===== src/rtl/graph_clique_checker_core_macros.svh =====
// Assertion macros shared by the clique checker RTL.
`ifndef GRAPH_CLIQUE_CHECKER_CORE_MACROS_SVH
`define GRAPH_CLIQUE_CHECKER_CORE_MACROS_SVH

// Check a condition at every clock edge outside reset.
`define GCC_ASSERT_ALWAYS(label, cond, msg) \
    label: assert property (@(posedge clk) disable iff (!rst_n) (cond)) else $error(msg);

// Check that a condition implies another in the same cycle.
`define GCC_ASSERT_IMPLY(label, ante, cons, msg) \
    label: assert property (@(posedge clk) disable iff (!rst_n) (ante) |-> (cons)) \
        else $error(msg);

`endif


===== src/rtl/gcc_pkg.sv =====
// Shared constants and types for the clique checker.
package gcc_pkg;

    localparam int DEF_MAX_VERTICES = 256;
    localparam int DEF_MAX_MEMBERS  = 256;

    localparam int VERTEX_W   = 9;
    localparam int MEMBER_W   = 8;
    localparam int IN_DATA_W  = 32;
    localparam int OUT_DATA_W = 8;

    localparam logic FUNC_ADD_EDGE = 1'b0;
    localparam logic FUNC_MEMBER   = 1'b1;

    typedef struct packed {
        logic [VERTEX_W-1:0] row;
        logic [VERTEX_W-1:0] col;
    } pair_req_t;

endpackage


===== src/rtl/gcc_pair_unit.sv =====
// Shared pair unit: range check and matrix address for a vertex pair.
module gcc_pair_unit
    import gcc_pkg::*;
#(
    parameter int MAX_VERTICES = DEF_MAX_VERTICES
)
(
    input  pair_req_t                                      req,
    output logic                                           hit,
    output logic [$clog2(MAX_VERTICES*MAX_VERTICES)-1:0]   addr
);

    localparam int ADJ_AW = $clog2(MAX_VERTICES * MAX_VERTICES);
    localparam int PW     = ADJ_AW + VERTEX_W;

    logic [PW-1:0] lin;

    assign lin  = PW'(req.row) * PW'(MAX_VERTICES) + PW'(req.col);
    assign addr = lin[ADJ_AW-1:0];
    assign hit  = (32'(req.row) < MAX_VERTICES) && (32'(req.col) < MAX_VERTICES);

endmodule


===== config.mk =====
export PLATFORM = sky130hd
export DESIGN_NAME = gcc_pair_unit
export DESIGN_NICKNAME = d
export VERILOG_FILES = /design/src/rtl/graph_clique_checker_core_macros.svh /design/src/rtl/gcc_pkg.sv /design/src/rtl/gcc_pair_unit.sv
export SDC_FILE = /design/constraint.sdc
export NUM_CORES = 1
export LEC_CHECK = 0
export BUFFER_PORTS_ARGS = -buffer_cell sky130_fd_sc_hd__buf_4
export CAP_MARGIN = 20
export CORE_AREA = 8 8 45 47
export DETAILED_ROUTE_END_ITERATION = 8
export DIE_AREA = 0 0 53 55
export MAX_ROUTING_LAYER = met4
export PLACE_DENSITY_LB_ADDON = 0.25
export SYNTH_ARGS = -nofsm -noshare
export SYNTH_HDL_FRONTEND = slang
export SYNTH_SLANG_ARGS = --single-unit

===== constraint.sdc =====
create_clock -name vclk -period 0.8
set_input_delay 0.08 -clock vclk [all_inputs]
set_output_delay 0.08 -clock vclk [all_outputs]
set_load 0.01 [all_outputs]

# Yosys cells after proc, flatten, opt, wreduce, memory -nomap -nowiden
# Cells that the tools add are included.
[totals] ff_bits=0 in_bits=18 output_inout_bits=17
[classes] add_sub_neg=1 n_reduce_logical=1 n_lt_le_gt_ge=2
[ops] cell="less-than comparator 9 bit (second input constant)" n=2
[ops] cell="adder 16 x 9 -> 16 bit" n=1
[ops] cell="logical AND 1 bit" n=1

# Longest topological paths before layout
[logic_depth] word_depth=2 depth_mapped=4

# Worst setup path after synthesis
# Ideal clock, no wire load.
[synth_path] path_type="input-to-output" start="input req[8] (netlist name)" end="output addr[15]" arrival_ns=0.786 path_buffers=0 slack_ns=-0.066 t_required_ns=0.720 stages=4 cell_sequence="ha_1 -> nand3_2 -> nor3_2 -> xor2_1"
[synth_between] elab_chain_len=1
[synth_rtl] item="from (decl)" line="gcc_pair_unit.sv:8" source="input pair_req_t req,"
[synth_rtl] item="adder 16 x 9 -> 16 bit" line="gcc_pair_unit.sv:18" source="assign lin = PW'(req.row) * PW'(MAX_VERTICES) + PW'(req.col);"
[synth_rtl] item="to (decl)" line="gcc_pair_unit.sv:10" source="output logic [$clog2(MAX_VERTICES*MAX_VERTICES)-1:0] addr"
# Every way passes these cells.

# Worst setup path after layout
[layout_path] start="input req[8] (netlist name)" end="output addr[12]"
# The elaborated chain is that of the path after synthesis.

==> results_dict.tcl <==
set metrics [dict create \
    syn-cell-area_um2 188.9 \
    upper_clock_frequency_limit_mhz 1093 \
    die_width_um 53 \
    vdd_ir_drop_max_uv 202.9 \
    seqPwrFrac 0 \
    drt-pass1-iter-count 3 \
    gp_routability_congestion 0.6564 \
    cp.arrival_ps 840 \
    layout.area.seq_um2 0 \
    failed_checks "setup timing" \
    synthToLayoutAreaGrowth_pct 133.1 \
    timing.hold.worst.class "in -> out" \
    final.hold.worst_slack_ps 160.0 \
    synth.top_cells.by_area "sky130_fd_sc_hd__buf_4, sky130_fd_sc_hd__xnor2_1, sky130_fd_sc_hd__xor2_1" \
    flops_and_latches 0 \
    power_leakage_nw 0.2157 \
    setup-violations-final 6 \
    most-common-layout-cells "sky130_fd_sc_hd__buf_4, sky130_fd_sc_hd__xor2_1, sky130_fd_sc_hd__xnor2_2" \
    worstSetupEndpointType "primary output" \
    grt_pass1_wl_mm 1.007 \
    layout.cells.most_common "sky130_fd_sc_hd__buf_4" \
    slew-limit-headroom 0.9009 \
    result_of_the_run "finished, violations left" \
    syn_area_per_cell_um2 7.557 \
    coreArea_um2 1384 \
    antenna_diode_count 0 \
    clock_buffers 0 \
    share_clk_of_total_power 0 \
    power_frac_comb 1.000 \
    route.final.wire_length_um 707 \
    synth.yosys.warnings 0 \
    io-pin-count 35 \
    yosys.cell_types.count 10 \
    max_cap_violations 0 \
    worst_pin_slew_ps 148.2 \
    synthDominantAreaCellType "sky130_fd_sc_hd__buf_4" \
    grt.total_usage 0.04328 \
    period_needed_ps 915.1 \
    timing.critical_path.required_ps 720 \
    die-area_um2 2915 \
    drive_gt1_frac 0.8372 \
    netlist_instances 25 \
    drt_drc_violations_left 0 \
    hold_violations 0 \
    design_power_uw 230.1 \
    fin_nets 65 \
    via_count_of_the_first_global_routing_pass 219 \
    initial_core_util 0.1365 \
    routed-via-count 229 \
    globalRoute.totalOverflow 0 \
    detailedRoute.firstIterationViolations 2 \
    pin_count_of_the_biggest_net_entering_global_routing 5 \
    timing.final.ws_setup_ps -115.1 \
    synth_fp_nets 45 \
    netSwitchingFraction 0.4030 \
    route.antenna.remaining_nets 0 \
    floorplan.rows 14 \
    crit_fanout 3 \
    critPathKind "in -> out" \
    crit_path_start_kind "input pin" \
    post_layout_nonfiller_instances 59 \
    p_switching_uw 92.74 \
    grt_setup_unrepaired "yes" \
    fin_crit_sh 1.144 \
    pwr_density_cell_nw_per_um2 522.5 \
    post_dr_wirelength_cell_um 11.98 \
    synth-seq-area-share 0 \
    place.port_buffers 19 \
    viasPerCell 3.881 \
    final-max-slew-violation-count 0 \
    internal_power_uw 137.4 \
    grt_antenna_before_repair 0 \
    post_placement_cell_count 58 \
    synth_top_area_frac 0.3179 \
    floorplan.die.height_um 55 \
]
==> logic make-up after synthesis <==
group | count (synthesis) | synth area share
adder cells (fa/ha/maj) | 2 | 0.1324
XOR/XNOR | 6 | 0.2782
AND/OR/NAND/NOR | 9 | 0.2716
buffers and inverters | 8 | 0.3179
==> path summary, 6_finish.rpt <==
check,start,to,depth (start not counted)
worst min-delay path,req[1],addr[1],0
worst max-delay path,req[8],addr[12],6
==> power groups by stage <==
stage | Combinational [mW] | Sequential (mW) | Clock, mW
2_1_floorplan | 0.102 | 0 | 0
3_3_place_gp | 0.187 | 0 | 0
3_5_place_dp | 0.187 | 0 | 0
4_1_cts | 0.211 | 0 | 0
5_1_grt | 0.251 | 0 | 0
6_report | 0.230 | 0 | 0
==> stage by stage <==
| step | setup slack (ps) | TNS, ps | cell area (um2) | utilization |
|---|---|---|---|---|
| floorplan | -19.54 | -57.19 | 203.9 | - |
| global placement | -300.2 | -1457 | 351.6 | 0.2541 |
| detailed placement | -301.3 | -1437 | 351.6 | 0.2541 |
| CTS | -153.5 | -590.4 | 401.6 | 0.2902 |
| global route | -166.4 | -846.7 | 440.4 | 0.3183 |
| finish | -115.1 | -547.4 | 440.4 | 0.3183 |
==> routing by layer <==
metal | wire length, um | global-route usage | vias up
li1 | - | - | 110
met1 | 294 | 0.05144 | 97
met2 | 252 | 0.06250 | 22
met3 | 161 | 0.02674 | 0
met4 | 0 | 0.004310 | 0
met5 | 0 | - | -
==> synth_stat cells, drive strengths merged <==
cell type,n
xnor2,3
buf,8
nor2,2
and3,1
nor3,1
xor2,3
nand2,2
nand3,3
ha,2
==> critical path, stage by stage <==
cell	delay, ps
sky130_fd_sc_hd__buf_8	100
sky130_fd_sc_hd__ha_4	170
sky130_fd_sc_hd__ha_4	170
sky130_fd_sc_hd__nand3_2	70
sky130_fd_sc_hd__xnor2_2	100
sky130_fd_sc_hd__buf_4	140
==> repair_timing <==
item,4_1_cts,5_1_grt
gates resized for setup,9,6
pin swaps,5,3
setup endpoints to repair,7,7
buffers inserted,0,1
hold buffers,0,0
==> cell type report <==
cell class / count / area, um2
fill: 149 / 943.4
multi-input combinational: 17 / 210.2
timing repair buffer: 26 / 210.2
tap: 16 / 20.02
(Power assumes the default switching activity.)
